**src/rtl/core/cov_pkg.sv**
```systemverilog
// ----------------------------------------------------------------------------
// cov_pkg: shared types and constants of the cursor overlay compositor
// pattern geometry, opcode and register codes, queue item layout, helpers
// ----------------------------------------------------------------------------
package cov_pkg;

	localparam int PATTERN_SIZE   = 32;
	localparam int MAX_RESOLUTION = 4096;
	localparam int QUEUE_DEPTH    = 2;

	// fixed field widths
	localparam int PIX_W      = 12;
	localparam int CH_W       = 8;
	localparam int RES_W      = 13;
	localparam int HOT_W      = 5;
	localparam int COORD_W    = 14;
	localparam int ROWNUM_W   = 5;
	localparam int ROWIN_W    = 32;
	localparam int SHOW_W     = 16;
	localparam int OPCODE_W   = 3;
	localparam int CFG_IDX_W  = 2;
	localparam int CFG_DATA_W = 13;

	// derived widths
	localparam int PAT_W  = PATTERN_SIZE;
	localparam int ROW_W  = $clog2(PATTERN_SIZE);
	localparam int CUR_W  = $clog2(MAX_RESOLUTION);
	localparam int LIM_W  = (CUR_W + 1 > RES_W) ? CUR_W + 1 : RES_W;
	localparam int SUM_W  = ((LIM_W + 1 > COORD_W) ? LIM_W + 1 : COORD_W) + 1;
	localparam int DIFF_W = ((CUR_W > PIX_W) ? CUR_W : PIX_W) + 2;
	localparam int QPTR_W = (QUEUE_DEPTH > 1) ? $clog2(QUEUE_DEPTH) : 1;
	localparam int QCNT_W = $clog2(QUEUE_DEPTH + 1);

	localparam logic [CUR_W-1:0] CURSOR_X_RESET = CUR_W'(320);
	localparam logic [CUR_W-1:0] CURSOR_Y_RESET = CUR_W'(240);
	localparam logic [RES_W-1:0] WIDTH_RESET    = RES_W'(640);
	localparam logic [RES_W-1:0] HEIGHT_RESET   = RES_W'(480);

	localparam logic signed [SHOW_W-1:0] SHOW_MAX = 16'sh7fff;
	localparam logic signed [SHOW_W-1:0] SHOW_MIN = 16'sh8000;

	localparam logic [CH_W-1:0] CH_WHITE = 8'hff;
	localparam logic [CH_W-1:0] CH_BLACK = 8'h00;

	localparam int ARROW_ROWS = 16;
	localparam logic [ROWIN_W-1:0] ARROW_DATA [ARROW_ROWS] = '{
		32'hc0000000, 32'ha0000000, 32'h90000000, 32'h88000000,
		32'h84000000, 32'h82000000, 32'h81000000, 32'h80800000,
		32'h83c00000, 32'hb2000000, 32'hd2000000, 32'h89000000,
		32'h09000000, 32'h04800000, 32'h04800000, 32'h03000000
	};
	localparam logic [ROWIN_W-1:0] ARROW_MASK [ARROW_ROWS] = '{
		32'hc0000000, 32'he0000000, 32'hf0000000, 32'hf8000000,
		32'hfc000000, 32'hfe000000, 32'hff000000, 32'hff800000,
		32'hffc00000, 32'hbe000000, 32'hde000000, 32'h8f000000,
		32'h0f000000, 32'h07800000, 32'h07800000, 32'h03000000
	};

	typedef enum logic [OPCODE_W-1:0] {
		OP_PIXEL = 3'd0,
		OP_LOAD  = 3'd1,
		OP_SET   = 3'd2,
		OP_MOVE  = 3'd3,
		OP_SHOW  = 3'd4,
		OP_HIDE  = 3'd5
	} op_code_t;

	typedef enum logic [2:0] {
		KIND_PIXEL,
		KIND_LOAD,
		KIND_SET,
		KIND_MOVE,
		KIND_SHOW,
		KIND_HIDE,
		KIND_NOP
	} kind_t;

	typedef enum logic [CFG_IDX_W-1:0] {
		REG_SCREEN_WIDTH  = 2'd0,
		REG_SCREEN_HEIGHT = 2'd1,
		REG_HOT_X         = 2'd2,
		REG_HOT_Y         = 2'd3
	} reg_index_t;

	typedef struct packed {
		logic [RES_W-1:0] screen_width;
		logic [RES_W-1:0] screen_height;
		logic [HOT_W-1:0] hot_x;
		logic [HOT_W-1:0] hot_y;
	} cfg_t;

	typedef struct packed {
		kind_t              kind;
		logic [PIX_W-1:0]   pixel_x;
		logic [PIX_W-1:0]   pixel_y;
		logic [CH_W-1:0]    red;
		logic [CH_W-1:0]    green;
		logic [CH_W-1:0]    blue;
		logic               on_screen;
		logic               row_ok;
		logic [ROW_W-1:0]   row_idx;
		logic [PAT_W-1:0]   row_data;
		logic [PAT_W-1:0]   row_mask;
		logic [COORD_W-1:0] coord_x;
		logic [COORD_W-1:0] coord_y;
	} item_t;

	// bit 31 of an input row lands on the leftmost pattern column
	function automatic logic [PAT_W-1:0] row_align(input logic [ROWIN_W-1:0] v);
		logic [PAT_W+ROWIN_W-1:0] wide;
		wide = {v, {PAT_W{1'b0}}};
		return wide[PAT_W+ROWIN_W-1 -: PAT_W];
	endfunction

	function automatic logic [PAT_W-1:0] reset_data_row(input int idx);
		logic [3:0] a;
		a = idx[3:0];
		if (idx < ARROW_ROWS) return row_align(ARROW_DATA[a]);
		return '0;
	endfunction

	function automatic logic [PAT_W-1:0] reset_mask_row(input int idx);
		logic [3:0] a;
		a = idx[3:0];
		if (idx < ARROW_ROWS) return row_align(ARROW_MASK[a]);
		return '0;
	endfunction

	// clamp to 0 .. min(res, MAX_RESOLUTION) - 1, zero resolution clamps to 0
	function automatic logic [CUR_W-1:0] clamp_axis(input logic signed [SUM_W-1:0] v,
			input logic [RES_W-1:0] res);
		logic [LIM_W-1:0] lim;
		if (res == '0) begin
			lim = LIM_W'(1);
		end else if (LIM_W'(res) > LIM_W'(MAX_RESOLUTION)) begin
			lim = LIM_W'(MAX_RESOLUTION);
		end else begin
			lim = LIM_W'(res);
		end
		if (v < 0) return '0;
		if (v >= signed'(SUM_W'(lim))) return CUR_W'(lim - LIM_W'(1));
		return CUR_W'(v);
	endfunction

endpackage

```
**src/rtl/core/cov_front.sv**
```systemverilog
// ----------------------------------------------------------------------------
// cov_front: input stage of the overlay
// accepts items, decodes the opcode and checks what needs no cursor state
// ----------------------------------------------------------------------------
module cov_front import cov_pkg::*; (
	input  logic                clk,
	input  logic                arst_n,
	input  cfg_t                cfg,
	input  logic                in_valid,
	output logic                in_stall,
	input  logic [OPCODE_W-1:0] opcode,
	input  logic [PIX_W-1:0]    pixel_x,
	input  logic [PIX_W-1:0]    pixel_y,
	input  logic [CH_W-1:0]     red_in,
	input  logic [CH_W-1:0]     green_in,
	input  logic [CH_W-1:0]     blue_in,
	input  logic [ROWNUM_W-1:0] row_number,
	input  logic [ROWIN_W-1:0]  row_bits,
	input  logic [ROWIN_W-1:0]  row_enable,
	input  logic [COORD_W-1:0]  coord_x,
	input  logic [COORD_W-1:0]  coord_y,
	input  logic                q_full,
	output logic                push,
	output item_t               push_item
);

	logic  valid_s1;
	item_t item_s1;
	item_t item_d;
	logic  accept;

	assign in_stall  = valid_s1 & q_full;
	assign accept    = in_valid & ~in_stall;
	assign push      = valid_s1 & ~q_full;
	assign push_item = item_s1;

	always_comb begin
		item_d.pixel_x   = pixel_x;
		item_d.pixel_y   = pixel_y;
		item_d.red       = red_in;
		item_d.green     = green_in;
		item_d.blue      = blue_in;
		item_d.on_screen = (RES_W'(pixel_x) < cfg.screen_width) &&
			(RES_W'(pixel_y) < cfg.screen_height);
		item_d.row_ok    = (int'(row_number) < PATTERN_SIZE);
		item_d.row_idx   = ROW_W'(row_number);
		item_d.row_data  = row_align(row_bits);
		item_d.row_mask  = row_align(row_enable);
		item_d.coord_x   = coord_x;
		item_d.coord_y   = coord_y;
		case (op_code_t'(opcode))
			OP_PIXEL: item_d.kind = KIND_PIXEL;
			OP_LOAD:  item_d.kind = KIND_LOAD;
			OP_SET:   item_d.kind = KIND_SET;
			OP_MOVE:  item_d.kind = KIND_MOVE;
			OP_SHOW:  item_d.kind = KIND_SHOW;
			OP_HIDE:  item_d.kind = KIND_HIDE;
			default:  item_d.kind = KIND_NOP;
		endcase
	end

	always_ff @(posedge clk or negedge arst_n) begin
		if (!arst_n) begin
			valid_s1 <= 1'b0;
		end else if (accept) begin
			valid_s1 <= 1'b1;
		end else if (push) begin
			valid_s1 <= 1'b0;
		end
	end

	always_ff @(posedge clk) begin
		if (accept) begin
			item_s1 <= item_d;
		end
	end

endmodule

```
**src/rtl/core/cov_queue.sv**
```systemverilog
// ----------------------------------------------------------------------------
// cov_queue: short item queue between front and back
// registered full flag, no fall-through
// ----------------------------------------------------------------------------
module cov_queue import cov_pkg::*; (
	input  logic  clk,
	input  logic  arst_n,
	input  logic  push,
	input  item_t push_item,
	output logic  full,
	input  logic  pop,
	output logic  head_valid,
	output item_t head_item
);

	item_t             slot_q [QUEUE_DEPTH];
	logic [QPTR_W-1:0] wr_ptr_q;
	logic [QPTR_W-1:0] rd_ptr_q;
	logic [QCNT_W-1:0] count_q;

	assign full       = (count_q == QCNT_W'(QUEUE_DEPTH));
	assign head_valid = (count_q != '0);
	assign head_item  = slot_q[rd_ptr_q];

	function automatic logic [QPTR_W-1:0] next_ptr(input logic [QPTR_W-1:0] p);
		if (p == QPTR_W'(QUEUE_DEPTH - 1)) return '0;
		return p + QPTR_W'(1);
	endfunction

	always_ff @(posedge clk or negedge arst_n) begin
		if (!arst_n) begin
			wr_ptr_q <= '0;
			rd_ptr_q <= '0;
			count_q  <= '0;
		end else begin
			if (push) wr_ptr_q <= next_ptr(wr_ptr_q);
			if (pop)  rd_ptr_q <= next_ptr(rd_ptr_q);
			if (push && !pop) begin
				count_q <= count_q + QCNT_W'(1);
			end else if (pop && !push) begin
				count_q <= count_q - QCNT_W'(1);
			end
		end
	end

	always_ff @(posedge clk) begin
		if (push) begin
			slot_q[wr_ptr_q] <= push_item;
		end
	end

endmodule

```
**src/rtl/core/cov_back.sv**
```systemverilog
// ----------------------------------------------------------------------------
// cov_back: execution stage of the overlay
// holds cursor state and pattern planes, composites pixels, drives results
// ----------------------------------------------------------------------------
module cov_back import cov_pkg::*; (
	input  logic                     clk,
	input  logic                     arst_n,
	input  cfg_t                     cfg,
	input  logic                     head_valid,
	input  item_t                    head_item,
	output logic                     pop,
	output logic                     out_valid,
	input  logic                     out_stall,
	output logic [CH_W-1:0]          red_out,
	output logic [CH_W-1:0]          green_out,
	output logic [CH_W-1:0]          blue_out,
	output logic                     covered,
	output logic [CUR_W-1:0]         cursor_x_out,
	output logic [CUR_W-1:0]         cursor_y_out,
	output logic signed [SHOW_W-1:0] visibility_count
);

	logic [CUR_W-1:0]         cursor_x_q;
	logic [CUR_W-1:0]         cursor_y_q;
	logic signed [SHOW_W-1:0] show_q;
	logic [PAT_W-1:0]         pat_data_q [PATTERN_SIZE];
	logic [PAT_W-1:0]         pat_mask_q [PATTERN_SIZE];

	logic                     out_valid_q;
	logic [CH_W-1:0]          red_q;
	logic [CH_W-1:0]          green_q;
	logic [CH_W-1:0]          blue_q;
	logic                     covered_q;
	logic [CUR_W-1:0]         cur_x_out_q;
	logic [CUR_W-1:0]         cur_y_out_q;
	logic signed [SHOW_W-1:0] show_out_q;

	logic [CUR_W-1:0]         cursor_x_d;
	logic [CUR_W-1:0]         cursor_y_d;
	logic signed [SHOW_W-1:0] show_d;
	logic [CH_W-1:0]          red_d;
	logic [CH_W-1:0]          green_d;
	logic [CH_W-1:0]          blue_d;
	logic                     covered_d;

	logic signed [DIFF_W-1:0] col;
	logic signed [DIFF_W-1:0] row;
	logic                     in_pattern;
	logic [ROW_W-1:0]         row_sel;
	logic [ROW_W-1:0]         bit_sel;
	logic                     d_bit;
	logic                     m_bit;
	logic signed [SUM_W-1:0]  abs_x;
	logic signed [SUM_W-1:0]  abs_y;
	logic signed [SUM_W-1:0]  rel_x;
	logic signed [SUM_W-1:0]  rel_y;

	assign pop       = head_valid & (~out_valid_q | ~out_stall);
	assign out_valid = out_valid_q;

	assign red_out          = red_q;
	assign green_out        = green_q;
	assign blue_out         = blue_q;
	assign covered          = covered_q;
	assign cursor_x_out     = cur_x_out_q;
	assign cursor_y_out     = cur_y_out_q;
	assign visibility_count = show_out_q;

	// pattern column and row under the pixel
	assign col = signed'(DIFF_W'(head_item.pixel_x)) - signed'(DIFF_W'(cursor_x_q)) +
		signed'(DIFF_W'(cfg.hot_x));
	assign row = signed'(DIFF_W'(head_item.pixel_y)) - signed'(DIFF_W'(cursor_y_q)) +
		signed'(DIFF_W'(cfg.hot_y));
	assign in_pattern = (col >= 0) && (col < signed'(DIFF_W'(PATTERN_SIZE))) &&
		(row >= 0) && (row < signed'(DIFF_W'(PATTERN_SIZE)));
	assign row_sel = row[ROW_W-1:0];
	assign bit_sel = ROW_W'(PATTERN_SIZE - 1) - col[ROW_W-1:0];
	assign d_bit   = pat_data_q[row_sel][bit_sel];
	assign m_bit   = pat_mask_q[row_sel][bit_sel];

	// sign-extended position operands
	assign abs_x = SUM_W'(signed'(head_item.coord_x));
	assign abs_y = SUM_W'(signed'(head_item.coord_y));
	assign rel_x = signed'(SUM_W'(cursor_x_q)) + abs_x;
	assign rel_y = signed'(SUM_W'(cursor_y_q)) + abs_y;

	always_comb begin
		cursor_x_d = cursor_x_q;
		cursor_y_d = cursor_y_q;
		show_d     = show_q;
		red_d      = '0;
		green_d    = '0;
		blue_d     = '0;
		covered_d  = 1'b0;
		case (head_item.kind)
			KIND_PIXEL: begin
				red_d   = head_item.red;
				green_d = head_item.green;
				blue_d  = head_item.blue;
				if ((show_q > 0) && head_item.on_screen && in_pattern) begin
					if (d_bit && m_bit) begin
						red_d     = CH_BLACK;
						green_d   = CH_BLACK;
						blue_d    = CH_BLACK;
						covered_d = 1'b1;
					end else if (d_bit) begin
						red_d     = ~head_item.red;
						green_d   = ~head_item.green;
						blue_d    = ~head_item.blue;
						covered_d = 1'b1;
					end else if (m_bit) begin
						red_d     = CH_WHITE;
						green_d   = CH_WHITE;
						blue_d    = CH_WHITE;
						covered_d = 1'b1;
					end
				end
			end
			KIND_SET: begin
				cursor_x_d = clamp_axis(abs_x, cfg.screen_width);
				cursor_y_d = clamp_axis(abs_y, cfg.screen_height);
			end
			KIND_MOVE: begin
				cursor_x_d = clamp_axis(rel_x, cfg.screen_width);
				cursor_y_d = clamp_axis(rel_y, cfg.screen_height);
			end
			KIND_SHOW: begin
				if (show_q != SHOW_MAX) show_d = show_q + SHOW_W'(1);
			end
			KIND_HIDE: begin
				if (show_q != SHOW_MIN) show_d = show_q - SHOW_W'(1);
			end
			default: begin
			end
		endcase
	end

	always_ff @(posedge clk or negedge arst_n) begin
		if (!arst_n) begin
			cursor_x_q  <= CURSOR_X_RESET;
			cursor_y_q  <= CURSOR_Y_RESET;
			show_q      <= '0;
			out_valid_q <= 1'b0;
			for (int i = 0; i < PATTERN_SIZE; i++) begin
				pat_data_q[i] <= reset_data_row(i);
				pat_mask_q[i] <= reset_mask_row(i);
			end
		end else begin
			if (pop) begin
				cursor_x_q  <= cursor_x_d;
				cursor_y_q  <= cursor_y_d;
				show_q      <= show_d;
				out_valid_q <= 1'b1;
				if (head_item.kind == KIND_LOAD && head_item.row_ok) begin
					pat_data_q[head_item.row_idx] <= head_item.row_data;
					pat_mask_q[head_item.row_idx] <= head_item.row_mask;
				end
			end else if (!out_stall) begin
				out_valid_q <= 1'b0;
			end
		end
	end

	always_ff @(posedge clk) begin
		if (pop) begin
			red_q       <= red_d;
			green_q     <= green_d;
			blue_q      <= blue_d;
			covered_q   <= covered_d;
			cur_x_out_q <= cursor_x_d;
			cur_y_out_q <= cursor_y_d;
			show_out_q  <= show_d;
		end
	end

endmodule

```
**src/rtl/core/cursor_overlay_compositor_top.sv**
```systemverilog
// ----------------------------------------------------------------------------
// cursor_overlay_compositor_top: hardware cursor overlay on a pixel stream
// 32x32 data/mask cursor pattern composited over incoming pixels
// ----------------------------------------------------------------------------
// path: an accepted item passes the front register, a queue slot and the result register
// throughput: one item per cycle while out_stall is low; the back stage executes each
//   item as it pops, against cursor state, so the cursor update loop sets the rate
// reset: 640x480 screen, hotspot 0,0, cursor at 320,240, show count zero,
//   default arrow in the top sixteen pattern rows, pipeline and queue empty
// ----------------------------------------------------------------------------
module cursor_overlay_compositor_top import cov_pkg::*; (
	input  logic                     clk,
	input  logic                     arst_n,
	// configuration writes
	input  logic                     cfg_write,
	input  logic [CFG_IDX_W-1:0]     cfg_index,
	input  logic [CFG_DATA_W-1:0]    cfg_data,
	// input items
	input  logic                     in_valid,
	output logic                     in_stall,
	input  logic [OPCODE_W-1:0]      opcode,
	input  logic [PIX_W-1:0]         pixel_x,
	input  logic [PIX_W-1:0]         pixel_y,
	input  logic [CH_W-1:0]          red_in,
	input  logic [CH_W-1:0]          green_in,
	input  logic [CH_W-1:0]          blue_in,
	input  logic [ROWNUM_W-1:0]      row_number,
	input  logic [ROWIN_W-1:0]       row_bits,
	input  logic [ROWIN_W-1:0]       row_enable,
	input  logic signed [COORD_W-1:0] coord_x,
	input  logic signed [COORD_W-1:0] coord_y,
	// result items
	output logic                     out_valid,
	input  logic                     out_stall,
	output logic [CH_W-1:0]          red_out,
	output logic [CH_W-1:0]          green_out,
	output logic [CH_W-1:0]          blue_out,
	output logic                     covered,
	output logic [CUR_W-1:0]         cursor_x_out,
	output logic [CUR_W-1:0]         cursor_y_out,
	output logic signed [SHOW_W-1:0] visibility_count
);

	// configuration registers; the user must change them only while the pipe is empty, the block does not enforce it
	cfg_t  cfg_q;

	// front to queue
	logic  push;
	item_t push_item;
	logic  q_full;

	// queue to back
	logic  pop;
	logic  head_valid;
	item_t head_item;

	always_ff @(posedge clk or negedge arst_n) begin
		if (!arst_n) begin
			cfg_q.screen_width  <= WIDTH_RESET;
			cfg_q.screen_height <= HEIGHT_RESET;
			cfg_q.hot_x         <= '0;
			cfg_q.hot_y         <= '0;
		end else if (cfg_write) begin
			case (reg_index_t'(cfg_index))
				REG_SCREEN_WIDTH:  cfg_q.screen_width  <= cfg_data[RES_W-1:0];
				REG_SCREEN_HEIGHT: cfg_q.screen_height <= cfg_data[RES_W-1:0];
				REG_HOT_X:         cfg_q.hot_x         <= cfg_data[HOT_W-1:0];
				REG_HOT_Y:         cfg_q.hot_y         <= cfg_data[HOT_W-1:0];
				default: begin
				end
			endcase
		end
	end

	// front: take the item, decode opcode, precompute on-screen and row checks
	cov_front u_front (
		.clk        (clk),
		.arst_n     (arst_n),
		.cfg        (cfg_q),
		.in_valid   (in_valid),
		.in_stall   (in_stall),
		.opcode     (opcode),
		.pixel_x    (pixel_x),
		.pixel_y    (pixel_y),
		.red_in     (red_in),
		.green_in   (green_in),
		.blue_in    (blue_in),
		.row_number (row_number),
		.row_bits   (row_bits),
		.row_enable (row_enable),
		.coord_x    (coord_x),
		.coord_y    (coord_y),
		.q_full     (q_full),
		.push       (push),
		.push_item  (push_item)
	);

	// decoupling queue so the input side keeps flowing while results stall
	cov_queue u_queue (
		.clk        (clk),
		.arst_n     (arst_n),
		.push       (push),
		.push_item  (push_item),
		.full       (q_full),
		.pop        (pop),
		.head_valid (head_valid),
		.head_item  (head_item)
	);

	// back: cursor state, pattern planes, compositing and result register
	cov_back u_back (
		.clk              (clk),
		.arst_n           (arst_n),
		.cfg              (cfg_q),
		.head_valid       (head_valid),
		.head_item        (head_item),
		.pop              (pop),
		.out_valid        (out_valid),
		.out_stall        (out_stall),
		.red_out          (red_out),
		.green_out        (green_out),
		.blue_out         (blue_out),
		.covered          (covered),
		.cursor_x_out     (cursor_x_out),
		.cursor_y_out     (cursor_y_out),
		.visibility_count (visibility_count)
	);

endmodule

```
**config.mk**
```make
export PLATFORM = sky130hd
export DESIGN_NAME = cursor_overlay_compositor_top
export DESIGN_NICKNAME = d
export VERILOG_FILES = /design/src/rtl/core/cov_pkg.sv /design/src/rtl/core/cov_front.sv /design/src/rtl/core/cov_queue.sv /design/src/rtl/core/cov_back.sv /design/src/rtl/core/cursor_overlay_compositor_top.sv
export SDC_FILE = /design/constraint.sdc
export NUM_CORES = 2
export LEC_CHECK = 0
export ABC_CLOCK_PERIOD_IN_PS = 10620
export BUFFER_PORTS_ARGS = -buffer_cell sky130_fd_sc_hd__buf_2
export CAP_MARGIN = 20
export CORE_MARGIN = 4
export CORE_UTILIZATION = 45
export CTS_CLUSTER_DIAMETER = 60
export DETAILED_ROUTE_END_ITERATION = 12
export PLACE_DENSITY = 0.64
export REMOVE_ABC_BUFFERS = 1
export SYNTH_ARGS = -nofsm -noshare
export SYNTH_HDL_FRONTEND = slang
export SYNTH_SLANG_ARGS = --single-unit
```
**constraint.sdc**
```tcl
create_clock -name clk -period 10.62 [get_ports clk]
set_input_delay 2.124 -clock clk [delete_from_list [all_inputs] [get_ports clk]]
set_output_delay 2.124 -clock clk [all_outputs]
set_load 0.03 [all_outputs]
```
==> results.cfg <==
[routing]
viasPerCell = 5.90
drc = 0
first_pass_iters = 7
wl_per_cell_um = 24.5
initialDrtViolationCount = 8521
vias = 77884
routed_wl_um = 324000
ant_nets = 0

[cells_and_area]
drive_gt1_frac = 0.191
fin_area_um2 = 130000
nets = 9929
syn2layout_area_growth_pct = 12.4

[min_path]
hold_start = u_front.push_item[41]
worstHoldPathType = reg -> reg
whs_endpoint = u_queue.slot_q[0][41]
hold_path_depth = 0

[setup_path]
required_ns = 11.40
crit_type = reg -> reg
crit_family = adder cells
cp-start-kind = flip-flop
r2r-start = u_queue.rd_ptr_q
regToRegEndpoint = u_back.red_out[5]
path_max_fanout = 44
regToRegSetupSlack_ns = 2.57
rr_worst_depth = 15
crit_path_frequent_cell = a22oi_1
crit_arrival_ns = 8.84
critPathCaptureType = flip-flop
cp.buffers_inverters = 1
critical_path.slowest_cell = fa_4
crit_path_max_incr_delay_ns = 1.55
path_cells = mux2i_1 -> ha_1 -> fa_1 -> fa_4 -> buf_4 -> mux4_2 -> mux4_2 -> a22oi_1 -> nand2_1 -> a22oi_1 -> o221ai_1 -> a22oi_1 -> o311a_1 -> and3_1 -> a211o_1

[die]
initial_utilization = 0.453
rows = 185
top_level_ports = 235
fp.dieArea_um2 = 264000
die_y_um = 514
die_width_um = 514
core_area_um2 = 255000

[clock_tree]
clk_pin_slew_ns = 0.06
postCtsSetupRepairBufs = 0
holdBufCountCts = 0
post_cts_resized = 0
cts_tree = built
ctsRootBufferMaster = clkbuf_16
numCtsBuffers = 295
cts_max_path_buffers = 4
cts-htree-levels = 5
clock-sinks = 2642
clk-insertion-delay-late_ns = 0.94

[sta]
fmax_mhz = 124
hold_viol_final = 0
min_period_ns = 8.05
drv_slew = 0
worstMarginPinSlew_ns = 1.18
worst_slack_ns = 2.57
period_share = 0.758
fin_skew_ns = 0.0548
rsz0062_at_grt = no
holdWs_ns = 0.407
setup_viol = 0
slew_headroom = 0.211

[place]
dp_hpwl_um = 184000
portBuffers = 234
pre_cts_slack_ns = 2.53
placed_area_um2 = 120000
gp_congestion = 0.862

[logic_synthesis]
ys_ff_latch = 2642
netlist-cell-type-count = 77
netlist_instances = 9726
yosys_warnings = 0
synthFlopType = dfrtp_1
yosysSeqAreaShare = 0.597
synth_area_um2 = 115000
async_flop_share = 0.806
syn_avg_cell_area_um2 = 11.9
synth_edf_count = 512

[job]
maxCapViolCount = 0

[global_route]
grt_pass1_wl_um = 494000
antenna_found_initial = 10
grt_pass1_vias = 79383
grt_max_degree = 184
grt-ovfl-total = 0
track_usage = 0.244

[run_status]
status = finished, final reports clean

[power_and_ir_drop]
comb_power_share = 0.464
pwr-share-seq = 0.335
power_switching_share = 0.398
power.density_nw_per_um2 = 392
power.share.clock = 0.200
leakagePower_nw = 56.2
switchingPower_w = 0.0202
peakVddDrop_uv = 995
p_int_w = 0.0306
[cell usage in the layout, fill, tap and decap left out, types with 137 or more instances in the layout]
| cell | synthesis | routed |
|---|---|---|
| dfrtp_1 | 1993 | 1992 |
| buf_2 | 53 | 234 |
| nor2_1 | 1652 | 1627 |
| o21ai_0 | 599 | 598 |
| a21oi_1 | 1606 | 1604 |
| nand2_1 | 662 | 662 |
| buf_4 | 12 | 192 |
| dfstp_2 | 137 | 137 |
| edfxtp_1 | 512 | 512 |
| mux4_2 | 640 | 640 |
| clkbuf_16 | 0 | 306 |
| ha_1 | 138 | 137 |
[area by class of cell]
class / instances / area [um2]
antenna: 7 / 17.5
clock buffer: 410 / 8500
clock inverter: 95 / 1130
fill: 21534 / 125000
inverter: 111 / 418
multi-input combinational: 6108 / 43300
sequential: 2642 / 68900
tap: 3366 / 4210
timing repair buffer: 459 / 3260
[state kept, by name, indices dropped and copies added, names as in the netlist]
name and flops:
cfg_q 36, u_back.blue_out 8, u_back.covered 1, u_back.cursor_x_out 12
u_back.cursor_x_q 12, u_back.cursor_y_out 12, u_back.cursor_y_q 12, u_back.green_out 8
u_back.out_valid 1, u_back.pat_data_q 1024, u_back.pat_mask_q 1024, u_back.red_out 8
u_back.show_q 16, u_back.visibility_count 16, u_front.push_item 149, u_front.valid_s1 1
u_queue.count_q 2, u_queue.rd_ptr_q 1, u_queue.slot_q 298, u_queue.wr_ptr_q 1
[worst max-delay path by stage]
| stage | start | end | slack [ns] | cells after the start |
|---|---|---|---|---|
| after floorplan | u_queue.rd_ptr_q | u_back.blue_out[0] | -17.07 | 13 |
| after global placement | u_queue.rd_ptr_q | u_back.green_out[0] | 2.61 | 15 |
| after detailed placement | u_queue.rd_ptr_q | u_back.green_out[1] | 2.53 | 15 |
| after CTS | u_queue.rd_ptr_q | u_back.red_out[5] | 2.50 | 15 |
| after global routing | u_queue.rd_ptr_q | u_back.red_out[1] | 2.29 | 15 |
| final | u_queue.rd_ptr_q | u_back.red_out[5] | 2.57 | 15 |
[cell families (layout without fill, tap and decap cells)]
| logic type | count (synthesis) | count (layout) | synth area share |
|---|---|---|---|
| flops | 2642 | 2642 | 0.597 |
| compound gates | 2529 | 2529 | 0.118 |
| simple gates | 2504 | 2504 | 0.0853 |
| buf+inv | 976 | 1075 | 0.0334 |
| mux | 851 | 851 | 0.144 |
| fa+ha+maj | 144 | 144 | 0.0160 |
| xor+xnor | 80 | 80 | 0.00607 |
| other cells | 0 | 7 | 0 |
[per-layer routing]
metal  global-route usage  up-vias  routed length (um)
met3               0.0442      607               24600
met5                    0        -                   0
met1                0.338    39926              134000
met2                0.390     3023              153000
met4               0.0842        0               11400
li1                     -    34328                   -
[power groups by stage]
stage,Clock (W),Combinational [W],Sequential (W)
2_1_floorplan,0,0.0127,0.0167
3_3_place_gp,0,0.0230,0.0170
3_5_place_dp,0,0.0236,0.0171
4_1_cts,0.0104,0.0237,0.0170
5_1_grt,0.0108,0.0254,0.0174
6_report,0.0102,0.0236,0.0170
[Yosys cell counts (19+ instances only)]
cell type	number	area, um2
dfstp_2	137	3600
xor2_1	25	219
ha_1	138	1730
inv_1	110	413
o21ai_0	599	3000
xnor2_1	55	482
buf_2	53	265
nor2b_1	20	125
a211o_1	25	219
a21oi_1	1606	8040
a211oi_1	40	300
mux4_2	640	14400
mux2_2	74	833
buf_1	52	195
nand2_1	662	2480
dfrtp_1	1993	49900
clkbuf_1	737	2770
o221ai_1	28	245
edfxtp_1	512	15400
mux2i_1	137	1370
nand2b_1	19	119
nor2_1	1652	6200
a22oi_1	55	413
a21o_1	37	278
nor3_1	34	170
nand3_1	38	190
[worst reg2reg max path: stages (launching register included)]
cell and delay (ns):
dfrtp_4 0.79, mux2i_1 0.26, ha_1 0.22, fa_1 0.47, fa_4 1.55, buf_4 0.61, mux4_2 0.39, mux4_2 0.47
a22oi_1 0.34, nand2_1 0.20, a22oi_1 0.33, o221ai_1 0.19, a22oi_1 0.43, o311a_1 0.57, and3_1 0.85, a211o_1 0.24
[stage by stage]
stage / instances / setup TNS, ns / utilization / total power [W]
5_1_grt: 13195 / 0 / 0.509 / 0.0537
3_5_place_dp: 12682 / 0 / 0.471 / 0.0407
2_1_floorplan: 8861 / -1104.44 / - / 0.0295
3_3_place_gp: 12679 / 0 / 0.471 / 0.0399
6_report: 13198 / 0 / 0.509 / 0.0508
4_1_cts: 13187 / 0 / 0.509 / 0.0510
(Power assumes the default switching activity.)
